$ cat src/sv/tcmf_pkg.sv
// ----------------------------------------------------------------------------
// tcmf_pkg
// Types and constants of the TLS 1.3 Certificate message framer.
// ----------------------------------------------------------------------------
package tcmf_pkg;

  // Field widths of the message format and of the result words
  localparam int LEN_W   = 24;
  localparam int EXT_W   = 16;
  localparam int POS_W   = 25;
  localparam int IDX_W   = 6;
  localparam int CNT_W   = 7;
  localparam int FBC_W   = 2;

  // Default limit on certificates in one chain
  localparam int CHAIN_LIMIT_DEF = 16;

  // Configuration port
  localparam int PADDR_W = 3;
  localparam int PDATA_W = 32;
  localparam logic REG_MAX_CERT = 1'b0;   // register index, paddr[2]
  localparam logic [LEN_W-1:0] MAX_CERT_RESET = LEN_W'(8192);

  // Byte position saturates here
  localparam logic [POS_W-1:0] POS_MAX = '1;

  // Shortest tail that can still hold a field
  localparam logic [LEN_W-1:0] CERTLEN_BYTES = LEN_W'(3);
  localparam logic [LEN_W-1:0] EXTLEN_BYTES  = LEN_W'(2);
  localparam logic [EXT_W-1:0] EXTHDR_BYTES  = EXT_W'(4);

  typedef enum logic [3:0] {
    PH_CTX,
    PH_LISTLEN,
    PH_CERTLEN,
    PH_BODY,
    PH_EXTLEN,
    PH_EXTHDR,
    PH_EXTDATA,
    PH_LISTEND,
    PH_DRAIN
  } phase_t;

  typedef enum logic [1:0] {
    ST_OK,
    ST_PARSE,
    ST_TOO_LONG,
    ST_TOO_LARGE
  } status_t;

  typedef enum logic {
    KIND_CERT,
    KIND_FINAL
  } kind_t;

  // One result word
  typedef struct packed {
    kind_t              record_kind;
    logic [IDX_W-1:0]   cert_index;
    logic [POS_W-1:0]   cert_offset;
    logic [LEN_W-1:0]   cert_length;
    logic [CNT_W-1:0]   cert_count;
    status_t            status;
    logic               last_result;
  } rec_t;

  // Results of one byte, handed to the result queue
  typedef struct packed {
    logic [1:0] n;
    rec_t       rec0;
    rec_t       rec1;
  } push_t;

endpackage

$ cat src/sv/tcmf_out_queue.sv
// ----------------------------------------------------------------------------
// tcmf_out_queue
// Four-word result queue; takes up to two words per cycle, gives one while the consumer is ready.
// ----------------------------------------------------------------------------
module tcmf_out_queue import tcmf_pkg::*; (
  input  logic  clk,
  input  logic  rst,
  input  push_t push,
  output logic  room,
  output logic  head_valid,
  input  logic  head_ready,
  output rec_t  head
);

  rec_t       entries [4];
  logic [1:0] wp, rp;
  logic [2:0] count;
  logic       pop;

  // Room for a byte that makes two words
  assign room       = (count <= 3'd2);
  assign head_valid = (count != 3'd0);
  assign head       = entries[rp];
  assign pop        = head_valid && head_ready;

  // Advance pointers and fill level
  always_ff @(posedge clk) begin
    if (rst) begin
      wp    <= '0;
      rp    <= '0;
      count <= '0;
    end else begin
      wp    <= wp + push.n;
      rp    <= rp + 2'(pop);
      count <= count + 3'(push.n) - 3'(pop);
    end
  end

  // Write the new words
  always_ff @(posedge clk) begin
    if (push.n != 2'd0) begin
      entries[wp] <= push.rec0;
    end
    if (push.n == 2'd2) begin
      entries[wp + 2'd1] <= push.rec1;
    end
  end

endmodule

$ cat config.mk
export PLATFORM = sky130hd
export DESIGN_NAME = tcmf_out_queue
export DESIGN_NICKNAME = d
export VERILOG_FILES = /design/src/sv/tcmf_pkg.sv /design/src/sv/tcmf_out_queue.sv
export SDC_FILE = /design/constraint.sdc
export NUM_CORES = 1
export LEC_CHECK = 0
export BUFFER_PORTS_ARGS = -buffer_cell sky130_fd_sc_hd__buf_2
export CAP_MARGIN = 25
export CORE_ASPECT_RATIO = 1.2
export CORE_MARGIN = 4
export CORE_UTILIZATION = 62
export DETAILED_ROUTE_END_ITERATION = 16
export PLACE_DENSITY_LB_ADDON = 0.15
export SYNTH_ARGS = -nofsm -noshare
export SYNTH_HDL_FRONTEND = slang
export SYNTH_SLANG_ARGS = --single-unit
$ cat constraint.sdc
create_clock -name clk -period 14.1 [get_ports clk]
set_input_delay 0 -clock clk [delete_from_list [all_inputs] [get_ports clk]]
set_output_delay 0 -clock clk [all_outputs]
set_load 0.03 [all_outputs]
==> flow_summary.yaml <==
routing:
  antenna_left: 0
  drt-pass1-iter-count: 5
  drc: 0
  num_vias: 8192
  vias_per_cell: 5.96
  finalWirelength_um: 32400
  drt_iter0_drc: 508
  wire_per_inst_um: 23.6
power:
  comb_power_share: 0.271
  p_int_mw: 1.70
  swShare: 0.292
  p_per_area_nw_per_um2: 138
  netSwitchingPower_mw: 0.698
  max-vdd-ir-drop_mv: 0.126
  p_leak_nw: 6.22
  clkPwrFrac: 0.297
  power_frac_seq: 0.432
place:
  placement.io_buffers: 204
  hpwl_um: 17200
  place_area_um2: 14300
  gp_congestion: 0.742
  dp_worst_setup_slack_ns: 10.84
cells_and_area:
  fin_util: 0.829
  synthToLayoutAreaGrowth_pct: 32.1
  finalInstanceArea_um2: 17300
  fin_nets: 1228
  drive_gt1_frac: 0.505
timing:
  slew_viol_final: 0
  post-route-min-period_ns: 3.21
  rsz0062_at_grt: "false"
  timing.setup.tns_ns: 0
  tightest_slew_ns: 0.924
  final-setup-viol-count: 0
  finClkSkew_ns: 0.0114
  clock.fmax_mhz: 312
  final_hold_viol_count: 0
  min_period_over_period: 0.228
  slew_headroom: 0.382
  layout_setup_ws_ns: 10.89
flow_run:
  cap_violations: 0
cts:
  path_clk_slew_ns: 0.06
  root_buffer: "clkbuf_16"
  cts_buffer_depth: 3
  htreeDepth: 1
  clock_latency_ns: 0.52
  cts_buffers: 26
  cts_tree: "done"
  post-cts-setup-buffers: 0
  cts.sinks: 271
critical_path:
  r2r-start: "wp[1]"
  cp.arrival_ns: 3.48
  worstPathMaxFanout: 36
  cp-startpoint: "wp[1]"
  critical-path-top-delay-family: "buffers and inverters"
  critPathKind: "reg2reg"
  end_kind: "flip-flop"
  crit_required_ns: 14.37
  path_buf_inv: 2
  cp_slowest_stage_delay_ns: 0.73
  cp_slowest_cell: "and4bb_4"
  cp-start-kind: "flip-flop"
  crit_chain: "and4bb_4 -> buf_4 -> mux2_2 -> dlygate4sd3_1"
logic_synthesis:
  yosys_warnings: 0
  synthTopCellsByArea: "edfxtp_1 60%, mux2_2 19%, mux4_2 11%"
  synthArstFlopShare: 0
  synth_seq_cells: 271
  synth-edff-count: 264
  synth.distinct_cells: 26
  synth_top_cell_area_share: 0.604
  synthCells: 683
  synthFlopType: "edfxtp_1"
  seq_area_frac_synth: 0.615
  synthesis.area_um2: 13100
  ys_top_cells_by_count: "264 x edfxtp_1, 227 x mux2_2, 66 x mux4_2"
  synth_fp_nets: 824
  synth.most_common_cell: "edfxtp_1"
  syn_area_per_cell_um2: 19.2
  synth_top_area_cell: "edfxtp_1"
global_route:
  grt_pass1_vias: 9251
  antenna_found_initial: 1
  grt_pass1_wl_um: 50100
  grt_max_degree: 69
  grt_usage: 0.274
  overflow: 0
floorplanning:
  coreArea_um2: 20900
  start_util: 0.628
  die-area_um2: 23600
  boundaryPins: 205
  die_h_um: 167
  row_count: 58
  die_w_um: 141
min_path:
  hp-class: "in2reg"
  holdCritStartpoint: "rst"
status:
  status: "finished, final reports clean"
==> placed cells by master, fill, tap and decap left out, types with 2 or more instances in the layout <==
cell type	netlist	routed
edfxtp_1	264	264
mux2_2	227	227
buf_2	20	204
dlygate4sd3_1	0	202
mux4_2	66	66
mux2_1	39	39
clkbuf_16	0	27
buf_4	15	11
clkinv_1	0	6
nor2b_1	5	5
dfxtp_1	7	5
inv_1	4	4
nor2_1	6	4
bufinv_16	0	4
ha_1	3	3
clkinvlp_4	0	3
clkbuf_1	6	3
buf_16	0	3
and4bb_4	0	2
mux2i_1	2	2
nor2_4	0	2
xnor3_1	2	2
clkinv_2	0	2
dfxtp_4	0	2
==> area by class of cell <==
class | count | area (µm²)
diodes | 1 | 2.50
clock buffers | 30 | 687
clock inverters | 15 | 175
fillers | 1023 | 3560
inverters | 4 | 15.0
multi-input cells | 363 | 4810
flip-flops and latches | 271 | 8080
well taps | 270 | 338
repair buffers | 421 | 3230
==> path summary, 6_finish.rpt <==
check	endpoint	slack [ns]	cells after the start
max	entries[3][13]	10.89	4
min	count[2]	0.30	3
max reg2reg	entries[3][13]	10.89	4
min reg2reg	rp[1]	0.69	2
==> flip-flops by register name, summed over array words and instances, names as in the netlist <==
signal / flops
count: 3
entries: 264
rp: 2
wp: 2
==> worst register-to-register path, stage by stage (launching register included) <==
cell and delay, ns:
dfxtp_1 0.61, and4bb_4 0.73, buf_4 0.62, mux2_2 0.44, dlygate4sd3_1 0.56
==> through the flow <==
step / power, mW / hold slack, ns / instances
after global routing: 2.48 / 0.324 / 1375
after floorplan: 1.47 / 0.0716 / 683
after detailed placement: 1.64 / 0.287 / 1123
after global placement: 1.62 / 0.276 / 1123
after CTS: 2.39 / 0.273 / 1370
final: 2.39 / 0.300 / 1375
==> cells by family after synthesis <==
kind of cell               after synthesis  share of synthesized area
buffers and inverters                   49                     0.0225
adders and majority gates                4                    0.00439
muxes                                  334                      0.343
DFF                                    271                      0.615
AOI/OAI and AO/OA                        6                    0.00315
xor gates and xnor gates                 2                    0.00343
and+or+nand+nor                         17                    0.00877
==> repair_timing <==
action	in CTS	in global routing
gates resized for setup	0	0
endpoints found under the hold margin	271	0
hold buffers	202	0
==> routing by layer <==
| metal | wire, µm | GRT usage | vias to the layer above |
|---|---|---|---|
| met5 | 0 | 0 | - |
| met4 | 873 | 0.0855 | 0 |
| met3 | 1970 | 0.0471 | 65 |
| met2 | 17000 | 0.486 | 320 |
| met1 | 12600 | 0.344 | 4186 |
| li1 | - | - | 3621 |
==> power by group through the flow <==
stage | clock (mW) | sequential, mW | combinational [mW]
after floorplan | 0 | 1.03 | 0.441
after global placement | 0 | 1.06 | 0.564
after detailed placement | 0 | 1.07 | 0.575
after CTS | 0.718 | 1.05 | 0.628
after global routing | 0.752 | 1.04 | 0.683
final | 0.710 | 1.04 | 0.648
Note: power is estimated with default switching activity, not from simulation.
