--- src/sv/tcmf_pkg.sv ---
// ----------------------------------------------------------------------------
// tcmf_pkg
// Types and constants of the TLS 1.3 Certificate message framer.
// ----------------------------------------------------------------------------
package tcmf_pkg;

  // Field widths of the message format and of the result words
  localparam int LEN_W   = 24;
  localparam int EXT_W   = 16;
  localparam int POS_W   = 25;
  localparam int IDX_W   = 6;
  localparam int CNT_W   = 7;
  localparam int FBC_W   = 2;

  // Default limit on certificates in one chain
  localparam int CHAIN_LIMIT_DEF = 16;

  // Configuration port
  localparam int PADDR_W = 3;
  localparam int PDATA_W = 32;
  localparam logic REG_MAX_CERT = 1'b0;   // register index, paddr[2]
  localparam logic [LEN_W-1:0] MAX_CERT_RESET = LEN_W'(8192);

  // Byte position saturates here
  localparam logic [POS_W-1:0] POS_MAX = '1;

  // Shortest tail that can still hold a field
  localparam logic [LEN_W-1:0] CERTLEN_BYTES = LEN_W'(3);
  localparam logic [LEN_W-1:0] EXTLEN_BYTES  = LEN_W'(2);
  localparam logic [EXT_W-1:0] EXTHDR_BYTES  = EXT_W'(4);

  typedef enum logic [3:0] {
    PH_CTX,
    PH_LISTLEN,
    PH_CERTLEN,
    PH_BODY,
    PH_EXTLEN,
    PH_EXTHDR,
    PH_EXTDATA,
    PH_LISTEND,
    PH_DRAIN
  } phase_t;

  typedef enum logic [1:0] {
    ST_OK,
    ST_PARSE,
    ST_TOO_LONG,
    ST_TOO_LARGE
  } status_t;

  typedef enum logic {
    KIND_CERT,
    KIND_FINAL
  } kind_t;

  // One result word
  typedef struct packed {
    kind_t              record_kind;
    logic [IDX_W-1:0]   cert_index;
    logic [POS_W-1:0]   cert_offset;
    logic [LEN_W-1:0]   cert_length;
    logic [CNT_W-1:0]   cert_count;
    status_t            status;
    logic               last_result;
  } rec_t;

  // Results of one byte, handed to the result queue
  typedef struct packed {
    logic [1:0] n;
    rec_t       rec0;
    rec_t       rec1;
  } push_t;

endpackage

--- src/sv/tcmf_parser.sv ---
// ----------------------------------------------------------------------------
// tcmf_parser
// Parse state of the Certificate message; one byte per accepted word.
// ----------------------------------------------------------------------------
module tcmf_parser import tcmf_pkg::*; #(
  parameter int CHAIN_LIMIT = CHAIN_LIMIT_DEF
) (
  input  logic             clk,
  input  logic             rst,
  input  logic             accept,
  input  logic [7:0]       data_byte,
  input  logic             last_byte,
  input  logic [LEN_W-1:0] max_cert_bytes,
  output push_t            push
);

  phase_t           phase, phase_next;
  logic [FBC_W-1:0] fbc, fbc_next;
  logic [LEN_W-1:0] acc, acc_next;
  logic [LEN_W-1:0] list_rem, list_rem_next;
  logic [LEN_W-1:0] body_rem, body_rem_next;
  logic [EXT_W-1:0] ext_blk, ext_blk_next;
  logic [EXT_W-1:0] ext_dat, ext_dat_next;
  logic [POS_W-1:0] byte_pos, byte_pos_next;
  logic [POS_W-1:0] cert_start, cert_start_next;
  logic [CNT_W-1:0] certs, certs_next;
  status_t          kept_err, kept_err_next;

  logic [LEN_W-1:0] acc_shift24;
  logic [EXT_W-1:0] acc_shift16;
  logic [LEN_W-1:0] list_dec, body_dec, entry_lr;
  logic [EXT_W-1:0] ext_blk_dec, ext_dat_dec, ext_src;
  status_t          err;
  logic             do_ext, do_entry, bnd, done;
  rec_t             rec_bnd, rec_fin;

  // Shifted length fields and saturating down counts
  assign acc_shift24 = {acc[LEN_W-9:0], data_byte};
  assign acc_shift16 = {acc[7:0], data_byte};
  assign list_dec    = (list_rem != '0) ? list_rem - 1'b1 : '0;
  assign body_dec    = (body_rem != '0) ? body_rem - 1'b1 : '0;
  assign ext_blk_dec = (ext_blk != '0) ? ext_blk - 1'b1 : '0;
  assign ext_dat_dec = (ext_dat != '0) ? ext_dat - 1'b1 : '0;

  // List bytes left when an entry closes, extension bytes left when a record closes
  assign entry_lr = (phase == PH_LISTLEN) ? acc_shift24 : list_dec;
  assign ext_src  = (phase == PH_EXTLEN) ? acc_shift16 : ext_blk_dec;

  // Next parse state for one byte
  always_comb begin
    phase_next      = phase;
    fbc_next        = fbc;
    acc_next        = acc;
    list_rem_next   = list_rem;
    body_rem_next   = body_rem;
    ext_blk_next    = ext_blk;
    ext_dat_next    = ext_dat;
    cert_start_next = cert_start;
    certs_next      = certs;
    kept_err_next   = kept_err;
    err             = ST_OK;
    do_ext          = 1'b0;
    do_entry        = 1'b0;
    bnd             = 1'b0;

    case (phase)
      PH_CTX: begin
        if (data_byte != 8'd0) begin
          err = ST_PARSE;
        end else begin
          phase_next = PH_LISTLEN;
          fbc_next   = '0;
          acc_next   = '0;
        end
      end
      PH_LISTLEN: begin
        acc_next = acc_shift24;
        if (fbc == FBC_W'(2)) begin
          list_rem_next = acc_shift24;
          do_entry      = 1'b1;
        end else begin
          fbc_next = fbc + 1'b1;
        end
      end
      PH_CERTLEN: begin
        list_rem_next = list_dec;
        acc_next      = acc_shift24;
        if (fbc == FBC_W'(2)) begin
          if (acc_shift24 == '0) begin
            err = ST_PARSE;
          end else if (acc_shift24 > max_cert_bytes) begin
            err = ST_TOO_LARGE;
          end else if (acc_shift24 > list_dec) begin
            err = ST_PARSE;
          end else begin
            certs_next      = certs + 1'b1;
            cert_start_next = byte_pos + 1'b1;
            body_rem_next   = acc_shift24;
            phase_next      = PH_BODY;
          end
        end else begin
          fbc_next = fbc + 1'b1;
        end
      end
      PH_BODY: begin
        list_rem_next = list_dec;
        body_rem_next = body_dec;
        if (body_dec == '0) begin
          bnd = 1'b1;
          if (list_dec < EXTLEN_BYTES) begin
            err = ST_PARSE;
          end else begin
            phase_next = PH_EXTLEN;
            fbc_next   = '0;
            acc_next   = '0;
          end
        end
      end
      PH_EXTLEN: begin
        list_rem_next = list_dec;
        acc_next      = {{(LEN_W-EXT_W){1'b0}}, acc_shift16};
        if (fbc == FBC_W'(1)) begin
          if ({{(LEN_W-EXT_W){1'b0}}, acc_shift16} > list_dec) begin
            err = ST_PARSE;
          end else begin
            ext_blk_next = acc_shift16;
            do_ext       = 1'b1;
          end
        end else begin
          fbc_next = fbc + 1'b1;
        end
      end
      PH_EXTHDR: begin
        list_rem_next = list_dec;
        ext_blk_next  = ext_blk_dec;
        acc_next      = {{(LEN_W-EXT_W){1'b0}}, acc_shift16};
        if (fbc == FBC_W'(3)) begin
          if (acc_shift16 > ext_blk_dec) begin
            err = ST_PARSE;
          end else begin
            ext_dat_next = acc_shift16;
            if (acc_shift16 == '0) begin
              do_ext = 1'b1;
            end else begin
              phase_next = PH_EXTDATA;
            end
          end
        end else begin
          fbc_next = fbc + 1'b1;
        end
      end
      PH_EXTDATA: begin
        list_rem_next = list_dec;
        ext_blk_next  = ext_blk_dec;
        ext_dat_next  = ext_dat_dec;
        if (ext_dat_dec == '0) begin
          do_ext = 1'b1;
        end
      end
      PH_LISTEND: begin
        err = ST_PARSE;
      end
      default: begin
      end
    endcase

    // Close an extension record: end of entry, short tail, or next header
    if (do_ext) begin
      if (ext_src == '0) begin
        do_entry = 1'b1;
      end else if (ext_src < EXTHDR_BYTES) begin
        err = ST_PARSE;
      end else begin
        phase_next = PH_EXTHDR;
        fbc_next   = '0;
        acc_next   = '0;
      end
    end

    // Close an entry: end of list, chain limit, short tail, or next length
    if (do_entry) begin
      if (entry_lr == '0) begin
        phase_next = PH_LISTEND;
      end else if (certs >= CNT_W'(CHAIN_LIMIT)) begin
        err = ST_TOO_LONG;
      end else if (entry_lr < CERTLEN_BYTES) begin
        err = ST_PARSE;
      end else begin
        phase_next = PH_CERTLEN;
        fbc_next   = '0;
        acc_next   = '0;
      end
    end

    // Keep the first error and drain until the last byte
    if (err != ST_OK) begin
      phase_next = PH_DRAIN;
      if (kept_err == ST_OK) begin
        kept_err_next = err;
      end
    end
  end

  assign byte_pos_next = (byte_pos != POS_MAX) ? byte_pos + 1'b1 : byte_pos;
  assign done = (phase_next == PH_LISTEND) && (certs_next != '0);

  // Build the boundary and final status words
  always_comb begin
    rec_bnd             = '0;
    rec_bnd.record_kind = KIND_CERT;
    rec_bnd.cert_index  = IDX_W'(certs - 1'b1);
    rec_bnd.cert_offset = cert_start;
    rec_bnd.cert_length = acc;
    rec_bnd.status      = ST_OK;

    rec_fin             = '0;
    rec_fin.record_kind = KIND_FINAL;
    rec_fin.cert_count  = certs_next;
    rec_fin.last_result = 1'b1;
    if (kept_err_next != ST_OK) begin
      rec_fin.status = kept_err_next;
    end else begin
      rec_fin.status = done ? ST_OK : ST_PARSE;
    end
  end

  // Hand the byte's results to the queue, boundary first
  always_comb begin
    push.n    = accept ? (2'(bnd) + 2'(last_byte)) : 2'd0;
    push.rec0 = bnd ? rec_bnd : rec_fin;
    push.rec1 = rec_fin;
  end

  // Advance the parse state on each accepted byte; clear it after the last
  always_ff @(posedge clk) begin
    if (rst || (accept && last_byte)) begin
      phase      <= PH_CTX;
      fbc        <= '0;
      acc        <= '0;
      list_rem   <= '0;
      body_rem   <= '0;
      ext_blk    <= '0;
      ext_dat    <= '0;
      byte_pos   <= '0;
      cert_start <= '0;
      certs      <= '0;
      kept_err   <= ST_OK;
    end else if (accept) begin
      phase      <= phase_next;
      fbc        <= fbc_next;
      acc        <= acc_next;
      list_rem   <= list_rem_next;
      body_rem   <= body_rem_next;
      ext_blk    <= ext_blk_next;
      ext_dat    <= ext_dat_next;
      byte_pos   <= byte_pos_next;
      cert_start <= cert_start_next;
      certs      <= certs_next;
      kept_err   <= kept_err_next;
    end
  end

endmodule

--- config.mk ---
export PLATFORM = sky130hd
export DESIGN_NAME = tcmf_parser
export DESIGN_NICKNAME = d
export VERILOG_FILES = /design/src/sv/tcmf_pkg.sv /design/src/sv/tcmf_parser.sv
export SDC_FILE = /design/constraint.sdc
export NUM_CORES = 1
export LEC_CHECK = 0
export ABC_CLOCK_PERIOD_IN_PS = 9570
export BUFFER_PORTS_ARGS = -buffer_cell sky130_fd_sc_hd__buf_2
export CORE_UTILIZATION = 40
export DETAILED_ROUTE_END_ITERATION = 10
export SLEW_MARGIN = 20
export SYNTH_ARGS = -nofsm -noshare
export SYNTH_HDL_FRONTEND = slang
export SYNTH_SLANG_ARGS = --single-unit
--- constraint.sdc ---
create_clock -name clk -period 9.57 [get_ports clk]
set_input_delay 0.4785 -clock clk [delete_from_list [all_inputs] [get_ports clk]]
set_output_delay 0.4785 -clock clk [all_outputs]
set_load 0.01 [all_outputs]
==> flow_summary_export.csv <==
group,metric,value,unit
clocking,clkLatencyLatePin,0.45,ns
clocking,cts_root_buf,"clkbuf_16",
floorplan,die_area,33200,um2
routing,initialDrtViolationCount,920,
global_route,grt_max_degree,92,
yosys,yosysSeqAreaShare,26.0,%
finish,stdcell_count,2209,
sta,setup_ws,2.80,ns
yosys,ys_warn_count,0,
clocking,cts_buffers,17,
outcome,status,"finished clean",
sta,relSlewSlack,32.9,%
sta,finalHoldViolCount,0,
sta,tightestPinTransition,0.999,ns
run,drv_cap,0,
routing,dr.pass1.iters,6,
placement,place_ws,3.36,ns
floorplan,die_y,182,um
yosys,synth_cell_types,91,
yosys,syn_inst,1725,
power,fin_total_pwr,1.51,mW
clocking,clock_path_buffers,2,
yosys,synthArstFlopShare,0,%
yosys,synthTopCellsByArea,"dfxtp_1 26%, ha_1 7.6%, nor2_1 6.7%, nand2_1 4.2%, a21oi_1 3.7%",
routing,detail_route.wl_per_cell,17.9,um
sta,fin_worst_skew,0.0168,ns
routing,vias_per_cell,5.62,
clocking,cts_hold_buf,0,
routing,routed_wirelength,39500,um
placement,dp_hpwl,27800,um
floorplan,io_pins,170,
sta,finalSetupViolCount,0,
power,ir_worst_vdd,95.7,uV
yosys,ys_ff_latch,169,
yosys,netlist_area,13000,um2
sta,rsz0062_at_grt,"false",
yosys,avgSynthCellArea,7.54,um2
sta,fmax,0.148,GHz
routing,drc_errors,0,
placement,place.gp.congestion,0.945,
global_route,globalRouteOverflowTotal,0,
finish,fillers,3241,
finish,drive_gt1_share,11.8,%
global_route,antenna_found_initial,0,
power,powerDensity,107,nW/um2
setup_path,critPathLaunchType,"flip-flop",
global_route,grt_pass1_vias,11510,
setup_path,worstPathRequired,9.09,ns
clocking,htreeDepth,4,
floorplan,rows,65,
sta,fin_crit_sh,70.8,%
setup_path,worstPathArrival,6.29,ns
floorplan,start_util,40.9,%
placement,port_buffers,112,
yosys,synth_edf_count,0,
routing,route.vias.total,12407,
sta,period_needed,6.77,ns
clocking,cts.sink_count,169,
routing,final_antenna_net_count,0,
global_route,grt_pass1_wl,63300,um
finish,n_antenna_cell,0,
finish,nNetsFinal,1876,
finish,synthToLayoutAreaGrowth,9.12,%
clocking,clk_pin_slew_worst_paths,0.06,ns
yosys,synth_flop_cell,"dfxtp_1",
worst_hold_path,hold_path.class,"input port to flip-flop",
setup_path,crit_path_max_fanout,19,
setup_path,critical_path_class,"flip-flop to output port",
power,p_leak,5.80,nW
finish,utilization,44.6,%
floorplan,core,31800,um2
placement,dp.cells,2177,
global_route,grt_usage,24.0,%
sta,tns,0,ns
sta,timing.final.max_slew_violations,0,
yosys,yosysTopAreaCellShare,26.0,%
clocking,cts_tree,"yes",
yosys,synth_top_area_cell,"dfxtp_1",
clocking,cts_setup_buffers,0,
setup_path,end_kind,"output port",
floorplan,die-width,182,um
clocking,cts_resized,0,
layer usage:
metal | vias to the layer above | global-route usage (%) | wire length, um
li1 | 6136 | - | -
met1 | 5804 | 31.4 | 17700
met2 | 392 | 39.6 | 18300
met3 | 75 | 3.55 | 2190
met4 | 0 | 9.48 | 1320
met5 | - | 0 | 0
flip-flops by register name, summed over array words and instances (netlist names):
| name | flops |
|---|---|
| ext_dat | 16 |
| certs | 7 |
| cert_start | 25 |
| kept_err | 2 |
| acc | 24 |
| fbc | 2 |
| byte_pos | 25 |
| body_rem | 24 |
| list_rem | 24 |
| ext_blk | 16 |
| phase | 4 |
cell usage in the layout (no fill, tap or decap), drive strengths merged, types with 5 or more instances in the layout:
master and instances:
a211oi 64, o31ai 14, nor4b 6, nand3 43, a22oi 12, nand2b 9, a21o 13, buf 127
o31a 6, mux2i 21, a31oi 8, o211ai 22, clkbuf 21, nor2b 11, conb 57, or2 12
nor2 233, nor4 35, o21ai 86, xor2 51, nand3b 8, a22o 26, and2 61, nand2 144
and3 22, a221oi 5, nand4 31, a21oi 98, xnor2 46, or3 20, ha 79, or4 5
dfxtp 169, nor3 62, o21a 7, inv 63
path summary, 6_finish.rpt:
path | startpoint | endpoint | slack (ns) | depth (start not counted)
hold / removal | rst | phase[3]$_SDFFE_PP0P_ | 0.40 | 3
setup reg to reg | list_rem[12]$_SDFFE_PP0P_ | certs[6]$_SDFFE_PP0P_ | 3.96 | 15
hold reg to reg | body_rem[16]$_SDFFE_PP0P_ | body_rem[16]$_SDFFE_PP0P_ | 0.47 | 2
setup / recovery | list_rem[12]$_SDFFE_PP0P_ | push[1] | 2.80 | 17
critical path, stage by stage, from the launching register on:
cell	delay (ns)
dfxtp_1	0.37
nor4_4	0.40
nand4_1	0.47
or4_1	1.02
nand2_1	0.22
ha_1	0.18
nand4_1	0.15
nor4_1	0.25
nand4_1	0.25
o32a_1	0.34
a311oi_1	0.51
and3_1	0.48
nand4_1	0.28
mux2i_1	0.24
a21oi_1	0.10
and4_1	0.29
o21ai_1	0.15
buf_2	0.15
synth_stat cells, types with 6 or more instances:
library cell and n:
a22oi_1 12, o21ai_0 81, xor2_1 51, a22o_1 26
nand3_1 42, or2_2 10, a31oi_1 8, and3_1 22
nor4_4 6, nand3b_1 8, o21a_1 7, a21o_1 13
mux2i_1 20, o211ai_1 22, nand4_1 30, clkbuf_1 89
or3_1 19, nor2b_1 11, xnor2_1 46, nor2_1 231
and2_1 61, buf_2 7, inv_1 59, nor4_1 26
o31ai_1 14, a211oi_1 64, o31a_1 6, buf_4 62
nor3_1 59, ha_1 79, nand2b_1 8, dfxtp_1 169
a21oi_1 97, nand2_1 144
where the power goes:
part | total (mW) | switching [mW] | internal [mW]
logic | 0.0911 | 0.0654 | 0.0257
registers | 0.708 | 0.00341 | 0.704
clock network | 0.714 | 0.312 | 0.402
total | 1.51 | 0.381 | 1.13
kinds of logic (layout without fill, tap and decap cells):
| family | Yosys count | in the layout | synth area share, % |
|---|---|---|---|
| AO/OA/AOI/OAI | 409 | 409 | 21.0 |
| AND/OR/NAND/NOR | 721 | 721 | 28.4 |
| adder cells (fa/ha/maj) | 79 | 79 | 7.60 |
| buffers and inverters | 224 | 218 | 8.47 |
| flip-flops | 169 | 169 | 26.0 |
| XOR/XNOR | 97 | 97 | 6.54 |
| multiplexers | 24 | 24 | 1.91 |
| other | 2 | 57 | 0.0578 |
stage by stage:
stage               hold WS, ns  instance area (um2)
finish                    0.404                14200
global route              0.414                14200
CTS                       0.393                14200
detailed placement        0.459                13600
global placement          0.455                13600
floorplan                 0.440                13200
final cells by class:
| type | instances | area, um2 | share of cell area (%) |
|---|---|---|---|
| Multi-Input combinational cell | 1387 | 8770 | 61.8 |
| Sequential cell | 169 | 3380 | 23.8 |
| Timing Repair Buffer | 127 | 673 | 4.75 |
| Tap cell | 435 | 544 | 3.84 |
| Clock buffer | 21 | 460 | 3.25 |
| Inverter | 59 | 221 | 1.56 |
| Clock inverter | 11 | 133 | 0.935 |
No activity file was read; power rests on OpenSTA's default activity.
